**config.mk**
```make
export PLATFORM = sky130hd
export DESIGN_NAME = lbs_draw_ctl
export DESIGN_NICKNAME = d
export VERILOG_FILES = /design/src/hw/rtl/assert_macros.svh /design/src/hw/rtl/lbs_pkg.sv /design/src/hw/rtl/lbs_draw_ctl.sv
export SDC_FILE = /design/constraint.sdc
export NUM_CORES = 1
export LEC_CHECK = 0
export BUFFER_PORTS_ARGS = -buffer_cell sky130_fd_sc_hd__buf_2
export CAP_MARGIN = 0
export CELL_PAD_IN_SITES_DETAIL_PLACEMENT = 2
export CELL_PAD_IN_SITES_GLOBAL_PLACEMENT = 2
export CORE_MARGIN = 1.5
export CORE_UTILIZATION = 29
export CTS_CLUSTER_SIZE = 14
export DETAILED_ROUTE_END_ITERATION = 7
export GPL_TIMING_DRIVEN = 1
export PLACE_DENSITY = 0.84
export SETUP_SLACK_MARGIN = 0.2
export SLEW_MARGIN = 10
export SYNTH_ARGS = -nofsm -noshare
export SYNTH_HDL_FRONTEND = slang
export SYNTH_SLANG_ARGS = --single-unit
```
**constraint.sdc**
```tcl
create_clock -name clk -period 3.1 [get_ports clk]
set_input_delay 0.93 -clock clk [delete_from_list [all_inputs] [get_ports clk]]
set_output_delay 0.93 -clock clk [all_outputs]
set_load 0.02 [all_outputs]
```
**src/hw/rtl/assert_macros.svh**
```systemverilog
// ----------------------------------------------------------------------------
// assert_macros.svh
// Shared concurrent assertion macros for the RTL.
// ----------------------------------------------------------------------------
`ifndef ASSERT_MACROS_SVH
`define ASSERT_MACROS_SVH

// Same-cycle implication, disabled while reset is asserted.
`define ASSERT_IMPLIES(lbl, clk, rst_n, ante, cons) \
	lbl: assert property (@(posedge clk) disable iff (!rst_n) (ante) |-> (cons)) \
		else $error("implication check failed");

// Next-cycle implication, disabled while reset is asserted.
`define ASSERT_NEXT(lbl, clk, rst_n, ante, cons) \
	lbl: assert property (@(posedge clk) disable iff (!rst_n) (ante) |=> (cons)) \
		else $error("next-cycle check failed");

`endif

```
**src/hw/rtl/lbs_pkg.sv**
```systemverilog
// ----------------------------------------------------------------------------
// lbs_pkg
// Shared types, codes and helpers of the LED matrix bit-plane scan core.
// ----------------------------------------------------------------------------
package lbs_pkg;

	// operation codes carried in s_tuser
	localparam logic [1:0] OP_WRITE = 2'd0;
	localparam logic [1:0] OP_FILL  = 2'd1;
	localparam logic [1:0] OP_FLIP  = 2'd2;
	localparam logic [1:0] OP_TICK  = 2'd3;

	// configuration register indexes
	localparam logic [2:0] REG_TOTAL_COLUMNS = 3'd0;
	localparam logic [2:0] REG_PANEL_LINES   = 3'd1;
	localparam logic [2:0] REG_COLOR_DEPTH   = 3'd2;
	localparam logic [2:0] REG_BRIGHTNESS    = 3'd3;
	localparam logic [2:0] REG_DOUBLE_BUFFER = 3'd4;

	localparam int PIX_W = 16;

	// reset values of the registers
	localparam logic [7:0] RST_TOTAL_COLUMNS = 8'd64;
	localparam logic [6:0] RST_PANEL_LINES   = 7'd32;
	localparam logic [3:0] RST_COLOR_DEPTH   = 4'd8;
	localparam logic [7:0] RST_BRIGHTNESS    = 8'd128;

	localparam logic [3:0] MAX_DEPTH = 4'd8;

	// effective (clamped) geometry seen by the datapath
	typedef struct packed {
		logic [7:0] cols;
		logic [6:0] lines;
		logic [5:0] rows;
		logic [3:0] depth;
		logic [7:0] brightness;
		logic       double_buffer;
	} geo_t;

	// panel pins of one scan word
	typedef struct packed {
		logic       red_upper;
		logic       green_upper;
		logic       blue_upper;
		logic       red_lower;
		logic       green_lower;
		logic       blue_lower;
		logic       shift_pulse;
		logic       latch_pulse;
		logic [4:0] row_address;
		logic       output_disable;
	} pins_t;

	// RGB565 -> RGB888, low bits zero
	function automatic logic [23:0] expand565(input logic [15:0] c);
		logic [7:0] r;
		logic [7:0] g;
		logic [7:0] b;
		r = {c[15:11], 3'b000};
		g = {c[10:5], 2'b00};
		b = {c[4:0], 3'b000};
		return {r, g, b};
	endfunction

endpackage

```
**src/hw/rtl/lbs_draw_ctl.sv**
```systemverilog
// ----------------------------------------------------------------------------
// lbs_draw_ctl
// Write side of the frame store: pixel writes, fill sweep, post-reset clear
// sweep and bank selection.
// ----------------------------------------------------------------------------
module lbs_draw_ctl #(
	parameter int COL_W  = 7,
	parameter int LINE_W = 6,
	parameter int ADDR_W = 14
) (
	input  logic                clk,
	input  logic                arst_n,
	input  logic                go,
	input  logic [1:0]          operation,
	input  logic signed [15:0]  pixel_x,
	input  logic signed [15:0]  pixel_y,
	input  logic [15:0]         pixel_color,
	input  lbs_pkg::geo_t       geo,
	output logic                busy,
	output logic                show_bank,
	output logic                we,
	output logic [ADDR_W-1:0]   waddr,
	output logic [15:0]         wdata
);
	import lbs_pkg::*;

	logic              back_bank_q;
	logic              clearing_q;
	logic [ADDR_W-1:0] clr_addr_q;
	logic              filling_q;
	logic [7:0]        fill_x_q;
	logic [6:0]        fill_y_q;
	logic [7:0]        fill_last_x_q;
	logic [6:0]        fill_last_y_q;
	logic              fill_bank_q;
	logic [15:0]       fill_color_q;

	logic draw_bank;
	logic pix_ok;
	logic fill_done;

	assign draw_bank = geo.double_buffer & back_bank_q;
	assign show_bank = geo.double_buffer & ~back_bank_q;
	assign busy      = clearing_q | filling_q;

	assign pix_ok = !pixel_x[15] && !pixel_y[15]
		&& ($unsigned(pixel_x) < {8'd0, geo.cols})
		&& ($unsigned(pixel_y) < {9'd0, geo.lines});

	assign fill_done = (fill_x_q == fill_last_x_q) && (fill_y_q == fill_last_y_q);

	// write port mux: clear sweep, fill sweep, then single pixel
	always_comb begin
		if (clearing_q) begin
			we    = 1'b1;
			waddr = clr_addr_q;
			wdata = '0;
		end else if (filling_q) begin
			we    = 1'b1;
			waddr = {fill_bank_q, LINE_W'(fill_y_q), COL_W'(fill_x_q)};
			wdata = fill_color_q;
		end else begin
			we    = go && (operation == OP_WRITE) && pix_ok;
			waddr = {draw_bank, LINE_W'($unsigned(pixel_y)), COL_W'($unsigned(pixel_x))};
			wdata = pixel_color;
		end
	end

	always_ff @(posedge clk or negedge arst_n) begin
		if (!arst_n) begin
			back_bank_q <= 1'b0;
			clearing_q  <= 1'b1;
			clr_addr_q  <= '0;
			filling_q   <= 1'b0;
			fill_x_q    <= '0;
			fill_y_q    <= '0;
		end else begin
			if (clearing_q) begin
				clr_addr_q <= clr_addr_q + ADDR_W'(1);
				if (&clr_addr_q) begin
					clearing_q <= 1'b0;
				end
			end
			if (filling_q) begin
				if (fill_done) begin
					filling_q <= 1'b0;
				end else if (fill_x_q == fill_last_x_q) begin
					fill_x_q <= '0;
					fill_y_q <= fill_y_q + 7'd1;
				end else begin
					fill_x_q <= fill_x_q + 8'd1;
				end
			end
			if (go && (operation == OP_FILL)) begin
				filling_q <= 1'b1;
				fill_x_q  <= '0;
				fill_y_q  <= '0;
			end
			if (go && (operation == OP_FLIP) && geo.double_buffer) begin
				back_bank_q <= ~back_bank_q;
			end
		end
	end

	// fill payload, captured at start
	always_ff @(posedge clk) begin
		if (go && (operation == OP_FILL)) begin
			fill_last_x_q <= geo.cols - 8'd1;
			fill_last_y_q <= geo.lines - 7'd1;
			fill_bank_q   <= draw_bank;
			fill_color_q  <= pixel_color;
		end
	end

endmodule

```
==> impl_metrics.tcl <==
set metrics [dict create \
    status "finished with violations" \
    violations "setup timing" \
    ant_nets 0 \
    synthFlopType "edfxtp_1" \
    clock-sinks 64 \
    switching_power_mw 0.789 \
    wl_per_cell_um 19.7 \
    routabilityCongestion 0.816 \
    n_antenna_cell 0 \
    cts_tree "yes" \
    irDropWorstVdd_mv 0.239 \
    syn-cell-area_um2 3930 \
    crit_required_ns 2.17 \
    fin_skew_ns 0.00463 \
    initial_core_util_pct 29.6 \
    ios 120 \
    worstSkewPairLatency_ns 0.33 \
    hold_viol 0 \
    switching_share_pct 31.0 \
    yosysSeqAreaShare_pct 44.9 \
    vias 3440 \
    post-place-ws_ns -0.442 \
    post-dp-hpwl_um 10700 \
    coreArea_um2 13200 \
    timing.final.ws_setup_ns -0.293 \
    area_growth_pct 32.9 \
    port_buffers 101 \
    grt_use_total_pct 20.1 \
    ys_ff_latch 64 \
    drt-total-wl_um 13600 \
    finalSetupViolations 1 \
    path_class "input pin to primary output" \
    synth.distinct_cells 59 \
    num_rows 42 \
    p_seq_share_pct 42.2 \
    drive_above_1_share_pct 34.9 \
    drc_errors 0 \
    holdWs_ns 0.505 \
    p_per_area_nw_per_um2 488 \
    cp_max_fo 3 \
    grt_pass1_wl_um 22100 \
    ctsHoldBuffers 0 \
    grt_pass1_vias 3966 \
    power_mw 2.55 \
    die_w_um 119 \
    maxSlewHeadroom_pct 46.2 \
    final_nets 616 \
    clockPowerShare_pct 36.2 \
    drt_iter0_markers 115 \
    cts_buffers 9 \
    syn_inst 377 \
    holdCritPathClass "flip-flop to flip-flop" \
    cts_max_level 3 \
    yosys_warnings 0 \
    avgSynthCellArea_um2 10.4 \
    cp_data_arrival_time_ns 2.46 \
    die_area_um2 14200 \
    yosys.area.top_type_share_pct 24.5 \
    combPwrFrac_pct 21.6 \
    fmax_mhz 295 \
    async_reset_ff_share_pct 50.0 \
    finalCritPeriodShare_pct 109 \
    rsz0062_at_grt "true" \
    die_h_um 119 \
    p_int_mw 1.76 \
    critPathCaptureType "primary output" \
    worst_pin_slew_ns 0.807 \
    vias_per_cell 4.97 \
    leakagePower_nw 2.50 \
    layout_min_cycle_time_ns 3.39 \
    utilization_pct 39.4 \
    maxSlewViolCount 0 \
    synth_largest_area_cell "edfxtp_1" \
    syn_nets 482 \
    maxCapViolCount 0 \
    clk_pin_slew_ns 0.05 \
    clockBufferDepth 2 \
    cp-start-kind "input pin" \
    synth_edf_count 32 \
    cts_root_buffer "clkbuf_16" \
    synth.area.top_cells "edfxtp_1, dfrtp_1, mux2i_1, ha_1, xnor2_1" \
    dr.pass1.iters 4 \
    grt_max_degree 47 \
    finalSetupTns_ns -0.293 \
    overflow 0 \
    antenna_found_initial 0 \
]
==> power by group through the flow <==
stage,registers [mW],logic [mW],clock network [mW]
4_1_cts,1.07,0.558,0.945
3_5_place_dp,1.09,0.549,0
3_3_place_gp,1.08,0.506,0
5_1_grt,1.08,0.603,0.988
2_1_floorplan,1.02,0.356,0
6_report,1.07,0.549,0.922
==> worst max-delay path, stage by stage <==
cell and delay, ns:
buf_6 0.10, inv_4 0.05, ha_4 0.21, and4_1 0.21, a2111o_1 0.40, a211o_1 0.30
o21bai_4 0.13, buf_6 0.13
==> state kept, by name, indices dropped and copies added (netlist names) <==
name	flops
clr_addr_q	14
fill_last_y_q	7
fill_x_q	8
clearing_q	1
fill_bank_q	1
filling_q	1
back_bank_q	1
fill_color_q	16
fill_last_x_q	8
fill_y_q	7
==> synthesized netlist by cell type, drive strengths merged (4+ instances only) <==
cell type  instances
dfrtp             31
nand3             14
nor4               9
inv               19
xnor2             20
edfxtp            32
mux2i             35
o32ai              6
xor2              19
nor2              35
ha                18
and2               4
clkbuf             8
or4                4
buf                9
nand2             40
nor3               5
nand4              8
o21ai             16
==> through the flow <==
stage                     instances  cell area (um2)
after global placement          675             4920
after global routing            692             5220
after floorplan                 377             4010
final                           692             5220
after detailed placement        675             4920
after CTS                       692             5210
==> repair_timing <==
action                                  CTS  global route
resized for setup                         6             1
pin swaps                                 7             0
setup buffers                             1             0
endpoints found under the setup margin    1            13
==> layer usage <==
metal  part of all wire [%]  global-route usage (%)
met1                     44                    24.7
met5                      0                       0
met3                    1.8                    2.78
met2                     53                    36.2
met4                    2.0                    6.70
==> cell usage in the layout (no fill, tap or decap), types with 3 or more instances in the layout <==
cell type	synthesis	layout
nor2_1	35	35
clkbuf_16	0	9
clkinv_2	0	4
or4_1	4	4
inv_4	0	4
o21ai_0	16	16
ha_4	0	5
and2_1	3	3
and3_1	3	3
dfrtp_1	31	30
edfxtp_1	32	32
o32ai_1	6	6
a21oi_1	3	3
nor4_1	6	5
nand3_1	14	14
xor2_1	19	19
ha_1	18	13
nor3_1	5	5
and4_1	3	3
nor4_2	2	3
buf_2	4	98
buf_4	1	40
inv_1	18	13
mux2i_1	35	35
o211ai_1	3	3
nand4_1	7	7
nand2_1	40	40
xnor2_1	20	20
==> cell type report <==
| type | instances | area, um2 |
|---|---|---|
| Timing Repair Buffer | 140 | 813 |
| Multi-Input combinational cell | 276 | 2060 |
| Clock buffer | 12 | 246 |
| Sequential cell | 64 | 1770 |
| Fill cell | 1460 | 8030 |
| Inverter | 20 | 85.1 |
| Clock inverter | 4 | 20.0 |
| Tap cell | 176 | 220 |
==> worst paths after layout <==
check / from / end / slack, ns / cells after the start
worst max register to register: fill_x_q[2]$_DFFE_PN0P_ / filling_q$_DFF_PN0_ / 0.86 / 5
worst min register to register: clr_addr_q[13]$_DFFE_PN0P_ / clr_addr_q[13]$_DFFE_PN0P_ / 0.50 / 1
max in group asynchronous: arst_n / filling_q$_DFF_PN0_ / 1.82 / 1
min in group asynchronous: arst_n / fill_y_q[6]$_DFFE_PN0P_ / 0.69 / 1
worst max-delay path: geo[33] / we / -0.29 / 8
worst min-delay path: clr_addr_q[13]$_DFFE_PN0P_ / clr_addr_q[13]$_DFFE_PN0P_ / 0.50 / 1
==> cells by family (layout without fill, tap and decap cells) <==
logic type / Yosys count / in the layout / synth area share (%)
and+or+nand+nor: 136 / 136 / 17.8
DFF: 64 / 64 / 44.9
xor gates and xnor gates: 39 / 39 / 8.70
AOI/OAI and AO/OA: 47 / 47 / 9.05
muxes: 36 / 36 / 9.21
buffers and inverters: 37 / 176 / 4.56
adders and majority gates: 18 / 18 / 5.74
Power figures use the tool's default switching activity.
