==> src/hw/rtl/assert_macros.svh <==
// ----------------------------------------------------------------------------
// assert_macros.svh
// Shared concurrent assertion macros for the RTL.
// ----------------------------------------------------------------------------
`ifndef ASSERT_MACROS_SVH
`define ASSERT_MACROS_SVH

// Same-cycle implication, disabled while reset is asserted.
`define ASSERT_IMPLIES(lbl, clk, rst_n, ante, cons) \
	lbl: assert property (@(posedge clk) disable iff (!rst_n) (ante) |-> (cons)) \
		else $error("implication check failed");

// Next-cycle implication, disabled while reset is asserted.
`define ASSERT_NEXT(lbl, clk, rst_n, ante, cons) \
	lbl: assert property (@(posedge clk) disable iff (!rst_n) (ante) |=> (cons)) \
		else $error("next-cycle check failed");

`endif

==> src/hw/rtl/lbs_pkg.sv <==
// ----------------------------------------------------------------------------
// lbs_pkg
// Shared types, codes and helpers of the LED matrix bit-plane scan core.
// ----------------------------------------------------------------------------
package lbs_pkg;

	// operation codes carried in s_tuser
	localparam logic [1:0] OP_WRITE = 2'd0;
	localparam logic [1:0] OP_FILL  = 2'd1;
	localparam logic [1:0] OP_FLIP  = 2'd2;
	localparam logic [1:0] OP_TICK  = 2'd3;

	// configuration register indexes
	localparam logic [2:0] REG_TOTAL_COLUMNS = 3'd0;
	localparam logic [2:0] REG_PANEL_LINES   = 3'd1;
	localparam logic [2:0] REG_COLOR_DEPTH   = 3'd2;
	localparam logic [2:0] REG_BRIGHTNESS    = 3'd3;
	localparam logic [2:0] REG_DOUBLE_BUFFER = 3'd4;

	localparam int PIX_W = 16;

	// reset values of the registers
	localparam logic [7:0] RST_TOTAL_COLUMNS = 8'd64;
	localparam logic [6:0] RST_PANEL_LINES   = 7'd32;
	localparam logic [3:0] RST_COLOR_DEPTH   = 4'd8;
	localparam logic [7:0] RST_BRIGHTNESS    = 8'd128;

	localparam logic [3:0] MAX_DEPTH = 4'd8;

	// effective (clamped) geometry seen by the datapath
	typedef struct packed {
		logic [7:0] cols;
		logic [6:0] lines;
		logic [5:0] rows;
		logic [3:0] depth;
		logic [7:0] brightness;
		logic       double_buffer;
	} geo_t;

	// panel pins of one scan word
	typedef struct packed {
		logic       red_upper;
		logic       green_upper;
		logic       blue_upper;
		logic       red_lower;
		logic       green_lower;
		logic       blue_lower;
		logic       shift_pulse;
		logic       latch_pulse;
		logic [4:0] row_address;
		logic       output_disable;
	} pins_t;

	// RGB565 -> RGB888, low bits zero
	function automatic logic [23:0] expand565(input logic [15:0] c);
		logic [7:0] r;
		logic [7:0] g;
		logic [7:0] b;
		r = {c[15:11], 3'b000};
		g = {c[10:5], 2'b00};
		b = {c[4:0], 3'b000};
		return {r, g, b};
	endfunction

endpackage

==> src/hw/rtl/lbs_scan_seq.sv <==
// ----------------------------------------------------------------------------
// lbs_scan_seq
// Scan sequencer: shift / latch / display phases, frame store read request
// and panel pin formation from the read data.
// ----------------------------------------------------------------------------
module lbs_scan_seq #(
	parameter int MAX_LINES = 64,
	parameter int COL_W     = 7,
	parameter int LINE_W    = 6,
	parameter int ADDR_W    = 14
) (
	input  logic              clk,
	input  logic              arst_n,
	input  logic              tick_go,
	input  lbs_pkg::geo_t     geo,
	input  logic              show_bank,
	output logic              re,
	output logic [ADDR_W-1:0] raddr_up,
	output logic [ADDR_W-1:0] raddr_lo,
	input  logic [15:0]       rdata_up,
	input  logic [15:0]       rdata_lo,
	output lbs_pkg::pins_t    pins
);
	import lbs_pkg::*;

	typedef enum logic [1:0] {
		PH_SHIFT = 2'd0,
		PH_LATCH = 2'd1,
		PH_SHOW  = 2'd2
	} phase_t;

	typedef struct packed {
		logic       shift_pulse;
		logic       latch_pulse;
		logic [4:0] row_address;
		logic       output_disable;
		logic [2:0] bit_idx;
		logic       show_up;
		logic       show_lo;
	} info_t;

	phase_t     phase_q, phase_d;
	logic [4:0] row_q, row_d;
	logic [2:0] plane_q, plane_d;
	logic [7:0] col_q, col_d;
	logic [7:0] dc_q, dc_d;
	logic [4:0] held_q, held_d;
	info_t      info_s1, info_d;

	logic [15:0] prod;
	logic [16:0] quot;
	logic [7:0]  active;
	logic [7:0]  span;
	logic [7:0]  dc_inc;
	logic [2:0]  plane_inc;
	logic [4:0]  row_inc;
	logic [8:0]  col_inc;
	logic [6:0]  lower_line;
	logic [3:0]  bit_sum;
	logic        plane_ok;

	always_comb begin
		phase_d = phase_q;
		row_d   = row_q;
		plane_d = plane_q;
		col_d   = col_q;
		dc_d    = dc_q;
		held_d  = held_q;
		info_d  = '0;
		info_d.output_disable = 1'b1;

		// brightness * 2^plane / 255, exact below 65535
		prod       = {8'd0, geo.brightness} << plane_q;
		quot       = {1'b0, prod} + 17'd1 + {9'd0, prod[15:8]};
		active     = quot[15:8];
		span       = 8'd1 << plane_q;
		dc_inc     = dc_q + 8'd1;
		plane_inc  = plane_q + 3'd1;
		row_inc    = row_q + 5'd1;
		col_inc    = {1'b0, col_q} + 9'd1;
		lower_line = {2'b00, row_q} + {1'b0, geo.rows};
		bit_sum    = MAX_DEPTH - geo.depth + {1'b0, plane_q};
		plane_ok   = ({1'b0, plane_q} < geo.depth);

		case (phase_q)
			PH_LATCH: begin
				held_d             = row_q;
				info_d.latch_pulse = 1'b1;
				dc_d               = '0;
				phase_d            = PH_SHOW;
			end
			PH_SHOW: begin
				if (dc_q < active) begin
					info_d.output_disable = 1'b0;
				end
				dc_d = dc_inc;
				if (dc_inc >= span) begin
					dc_d    = '0;
					col_d   = '0;
					phase_d = PH_SHIFT;
					if (({1'b0, plane_inc} >= geo.depth) || (plane_inc == 3'd0)) begin
						plane_d = '0;
						if (({1'b0, row_inc} >= geo.rows) || (row_inc == 5'd0)) begin
							row_d = '0;
						end else begin
							row_d = row_inc;
						end
					end else begin
						plane_d = plane_inc;
					end
				end
			end
			default: begin
				// shift phase; the spare code behaves the same
				info_d.shift_pulse = 1'b1;
				if (plane_ok && (col_q < geo.cols)) begin
					info_d.show_up = (32'(row_q) < MAX_LINES);
					info_d.show_lo = (32'(lower_line) < MAX_LINES);
				end
				if (col_inc >= {1'b0, geo.cols}) begin
					col_d   = '0;
					phase_d = PH_LATCH;
				end else begin
					col_d = col_inc[7:0];
				end
			end
		endcase

		info_d.row_address = held_d;
		info_d.bit_idx     = bit_sum[2:0];
	end

	assign re       = tick_go;
	assign raddr_up = {show_bank, LINE_W'(row_q), COL_W'(col_q)};
	assign raddr_lo = {show_bank, LINE_W'(lower_line), COL_W'(col_q)};

	always_ff @(posedge clk or negedge arst_n) begin
		if (!arst_n) begin
			phase_q <= PH_SHIFT;
			row_q   <= '0;
			plane_q <= '0;
			col_q   <= '0;
			dc_q    <= '0;
			held_q  <= '0;
			info_s1 <= '0;
		end else if (tick_go) begin
			phase_q <= phase_d;
			row_q   <= row_d;
			plane_q <= plane_d;
			col_q   <= col_d;
			dc_q    <= dc_d;
			held_q  <= held_d;
			info_s1 <= info_d;
		end
	end

	// pick the plane bit out of the registered read data
	logic [23:0] up_rgb;
	logic [23:0] lo_rgb;

	always_comb begin
		up_rgb = expand565(rdata_up);
		lo_rgb = expand565(rdata_lo);
		pins.red_upper      = info_s1.show_up & up_rgb[16 + {2'b00, info_s1.bit_idx}];
		pins.green_upper    = info_s1.show_up & up_rgb[8 + {2'b00, info_s1.bit_idx}];
		pins.blue_upper     = info_s1.show_up & up_rgb[{2'b00, info_s1.bit_idx}];
		pins.red_lower      = info_s1.show_lo & lo_rgb[16 + {2'b00, info_s1.bit_idx}];
		pins.green_lower    = info_s1.show_lo & lo_rgb[8 + {2'b00, info_s1.bit_idx}];
		pins.blue_lower     = info_s1.show_lo & lo_rgb[{2'b00, info_s1.bit_idx}];
		pins.shift_pulse    = info_s1.shift_pulse;
		pins.latch_pulse    = info_s1.latch_pulse;
		pins.row_address    = info_s1.row_address;
		pins.output_disable = info_s1.output_disable;
	end

endmodule

==> config.mk <==
export PLATFORM = sky130hd
export DESIGN_NAME = lbs_scan_seq
export DESIGN_NICKNAME = d
export VERILOG_FILES = /design/src/hw/rtl/assert_macros.svh /design/src/hw/rtl/lbs_pkg.sv /design/src/hw/rtl/lbs_scan_seq.sv
export SDC_FILE = /design/constraint.sdc
export NUM_CORES = 1
export LEC_CHECK = 0
export ABC_AREA = 1
export BUFFER_PORTS_ARGS = -buffer_cell sky130_fd_sc_hd__buf_4
export CORE_MARGIN = 1
export CORE_UTILIZATION = 59
export DETAILED_ROUTE_END_ITERATION = 7
export PLACE_DENSITY_LB_ADDON = 0.3
export RECOVER_POWER = 50
export REMOVE_ABC_BUFFERS = 1
export SYNTH_ARGS = -nofsm -noshare
export SYNTH_HDL_FRONTEND = slang
export SYNTH_SLANG_ARGS = --single-unit
==> constraint.sdc <==
create_clock -name clk -period 10.4 [get_ports clk]
set_input_delay 2.6 -clock clk [delete_from_list [all_inputs] [get_ports clk]]
set_output_delay 2.6 -clock clk [all_outputs]
set_load 0.1 [all_outputs]
==> flow_metrics.env <==
export IMPL_cts_reportedPaths_clkPinSlew_ns=0.08
export IMPL_worstSetupPathDepth=10
export IMPL_post_route_period_util_pct=65.5
export IMPL_num_vias=4026
export IMPL_initial_utilization_pct=60.8
export IMPL_routed_wl_met3_um=614
export IMPL_remaining_drc_errors=0
export IMPL_die_w_um=88.2
export IMPL_timing_final_crit_period_ns=6.81
export IMPL_nature_of_the_critical_path_endpoint="output port"
export IMPL_dominantRegCellSynth="sky130_fd_sc_hd__dfrtp_1"
export IMPL_clock_root_buffer="sky130_fd_sc_hd__clkbuf_8"
export IMPL_detailedPlacementHpwl_um=8040
export IMPL_coreArea_um2=7210
export IMPL_synth_enable_flop_cells=0
export IMPL_critical_path_cell_chain="buf_4, ha_1, nand2_1, nor2_1, a211oi_1, nor2_1, o21ai_0, nand2_1, xor2_1, buf_4"
export IMPL_synth_largest_area_cell="sky130_fd_sc_hd__dfrtp_1"
export IMPL_numClockSinks=39
export IMPL_hold_violations_final=0
export IMPL_drive_above_1_share_pct=18.1
export IMPL_syn_instance_count=594
export IMPL_ys_top_cells_by_count="sky130_fd_sc_hd__inv_1 (94), sky130_fd_sc_hd__nand2_1 (92), sky130_fd_sc_hd__ha_1 (67)"
export IMPL_synthesis_area_um2=4390
export IMPL_htree_num_levels=2
export IMPL_fp_dieH_um=88.2
export IMPL_grt_pass1_vias=3687
export IMPL_async_flop_share_pct=100
export IMPL_hp_class="reg2reg"
export IMPL_grt_max_degree=40
export IMPL_ys_seq_area_share_pct=22.2
export IMPL_global_route_usage_total_pct=26.3
export IMPL_maxSlewHeadroom_pct=-41.8
export IMPL_multi_input_area_um2=2740
export IMPL_status="finished with violations"
export IMPL_rr_worst_depth=20
export IMPL_drt_vias_per_instance=5.32
export IMPL_path_delay_family="compound AO/OA/AOI/OAI gates"
export IMPL_critical_path_max_stage_delay_ns=0.34
export IMPL_final_seq_area_um2=976
export IMPL_tightest_slew_ns=2.13
export IMPL_detailedRoute_firstPassIterationCount=4
export IMPL_setup_worst_path_start_class="input port"
export IMPL_timing_final_max_slew_violations=40
export IMPL_detailedRoute_firstIterationViolations=174
export IMPL_fmaxAchievable_ghz=0.147
export IMPL_port_buffer_count=100
export IMPL_count_of_antenna_diodes_in_the_layout=0
export IMPL_finalWirelength_um=9790
export IMPL_fin_tns_setup_ns=0
export IMPL_rsz0062_at_grt="false"
export IMPL_detail_route_wl_per_cell_um=12.9
export IMPL_cpMaxStageDelayCell="sky130_fd_sc_hd__ha_1"
export IMPL_layout_area_overhead_vs_synth_pct=13.5
export IMPL_ys_warnings_count=0
export IMPL_grt_pass1_wl_um=16000
export IMPL_syn_area_per_cell_um2=7.39
export IMPL_post_synth_top_area_fraction_pct=22.2
export IMPL_post_cts_resized=0
export IMPL_gpl_final_weighted_congestion=0.897
export IMPL_finish_net_count=797
export IMPL_fillers=631
export IMPL_rows=31
export IMPL_hold_path_cell_count=2
export IMPL_synth_distinct_cells=44
export IMPL_setup_worst_path_class="in2out"
export IMPL_insertion_delay_ns=0.29
export IMPL_synthMostInstantiatedCell="sky130_fd_sc_hd__inv_1"
export IMPL_hold_buffers=0
export IMPL_cts_setup_buffers=0
export IMPL_drt_antenna_violating_nets=0
export IMPL_timing_critical_path_fanout_max=4
export IMPL_top_signal_layer_used="met4"
export IMPL_tritoncts="done"
export IMPL_clock_tree_buffer_depth=2
export IMPL_global_route_overflow_total=0
export IMPL_dieArea_um2=7780
export IMPL_floorplan_io_pins=113
export IMPL_post_route_met1_wirelength_um=4310
export IMPL_met2_length_um=4750
export IMPL_cp_buffers_inverters=2
export IMPL_cp_arrival_ns=4.21
export IMPL_max_cap_violations=1
export IMPL_flop_and_latch_count_out_of_synthesis=39
export IMPL_setup_violations_final=0
export IMPL_violations="max-capacitance violations, max-slew violations"
export IMPL_cts_made_buffers=5
export IMPL_netlist_top_cells_area="sky130_fd_sc_hd__dfrtp_1 (22%), sky130_fd_sc_hd__ha_1 (19%), sky130_fd_sc_hd__inv_1 (8.0%)"
export IMPL_grt_antenna_before_repair=0
export IMPL_cp_data_required_time_ns=7.80
export IMPL_finalClockSkew_ns=0.00623
metal layers:
metal / GRT usage (%) / vias to the layer above
li1: - / 2063
met1: 31.9 / 1843
met2: 47.3 / 111
met3: 4.76 / 9
met4: 8.21 / 0
met5: 0 / -
per-stage QoR:
stage | cell area (µm²) | utilization (%) | std cells | hold WS [ns] | setup slack, ns
2_1_floorplan | 4080 | - | 551 | 0.513 | 2.81
3_3_place_gp | 4950 | 68.7 | 750 | 0.472 | 3.60
3_5_place_dp | 4950 | 68.7 | 750 | 0.486 | 3.57
4_1_cts | 5040 | 69.8 | 757 | 0.507 | 3.56
5_1_grt | 4980 | 69.0 | 757 | 0.522 | 3.36
6_report | 4980 | 69.0 | 757 | 0.497 | 3.59
cell type report:
cell class	instances	share of cell area (%)
Clock buffer	5	1.38
Clock inverter	2	0.276
Inverter	97	7.31
Multi-Input combinational cell	415	55.0
Sequential cell	39	19.6
Tap cell	99	2.49
Timing Repair Buffer	100	13.9
kinds of logic after synthesis:
kind of cell	Yosys count	synth area share [%]
multiplexers	1	0.257
XOR/XNOR	25	4.99
flip-flops	39	22.2
adder cells (fa/ha/maj)	69	20.0
buffers and inverters	140	15.3
AO/OA/AOI/OAI	118	16.0
other	1	0.0855
AND/OR/NAND/NOR	201	21.1
worst min-delay path, stage by stage (launching register included):
cell,delay (ns)
sky130_fd_sc_hd__dfrtp_1,0.35
sky130_fd_sc_hd__nand2_1,0.05
sky130_fd_sc_hd__o21ai_0,0.06
worst paths after layout:
kind | from | to | slack, ns
worst max-delay path | geo[15] | raddr_lo[12] | 3.59
worst min-delay path | pins[2]$_DFFE_PN0P_ | pins[2]$_DFFE_PN0P_ | 0.50
worst max register to register | plane_q[0]$_DFFE_PN0P_ | pins[0]$_DFFE_PN0P_ | 6.39
worst min register to register | pins[2]$_DFFE_PN0P_ | pins[2]$_DFFE_PN0P_ | 0.50
max in group asynchronous | arst_n | plane_q[2]$_DFFE_PN0P_ | 6.27
min in group asynchronous | arst_n | pins[7]$_DFFE_PN0P_ | 2.91
registers in the layout, summed over array words and instances, names as in the netlist:
name / flops
dc_q: 8
row_q: 5
col_q: 8
phase_q: 2
plane_q: 3
pins: 8
info_s1: 5
layout by cell type, fill, tap and decap left out, types with 2 or more instances in the layout:
cell                       instances
sky130_fd_sc_hd__nor2_1           40
sky130_fd_sc_hd__xor2_1           24
sky130_fd_sc_hd__inv_1            94
sky130_fd_sc_hd__nand2_2           8
sky130_fd_sc_hd__o21ai_2           2
sky130_fd_sc_hd__o21a_1            4
sky130_fd_sc_hd__clkbuf_1         15
sky130_fd_sc_hd__a21oi_1          24
sky130_fd_sc_hd__dfrtp_1          39
sky130_fd_sc_hd__ha_1             67
sky130_fd_sc_hd__nor2_4            2
sky130_fd_sc_hd__nand4_1           5
sky130_fd_sc_hd__buf_4            85
sky130_fd_sc_hd__nand2_1          92
sky130_fd_sc_hd__nand3_2           7
sky130_fd_sc_hd__clkbuf_8          5
sky130_fd_sc_hd__o21ai_0          54
sky130_fd_sc_hd__nand3_1          34
sky130_fd_sc_hd__inv_2             3
sky130_fd_sc_hd__o211ai_1          3
sky130_fd_sc_hd__a211oi_1          2
sky130_fd_sc_hd__nand3b_1          2
sky130_fd_sc_hd__o21bai_1          2
sky130_fd_sc_hd__a21o_1            2
sky130_fd_sc_hd__nor3_1            6
sky130_fd_sc_hd__fa_1              2
sky130_fd_sc_hd__a32o_1            3
sky130_fd_sc_hd__o22ai_1          14
Power is left out: the tool's default activity adds up to more than one toggle a clock period on the data nets, which glitch-free logic cannot reach.
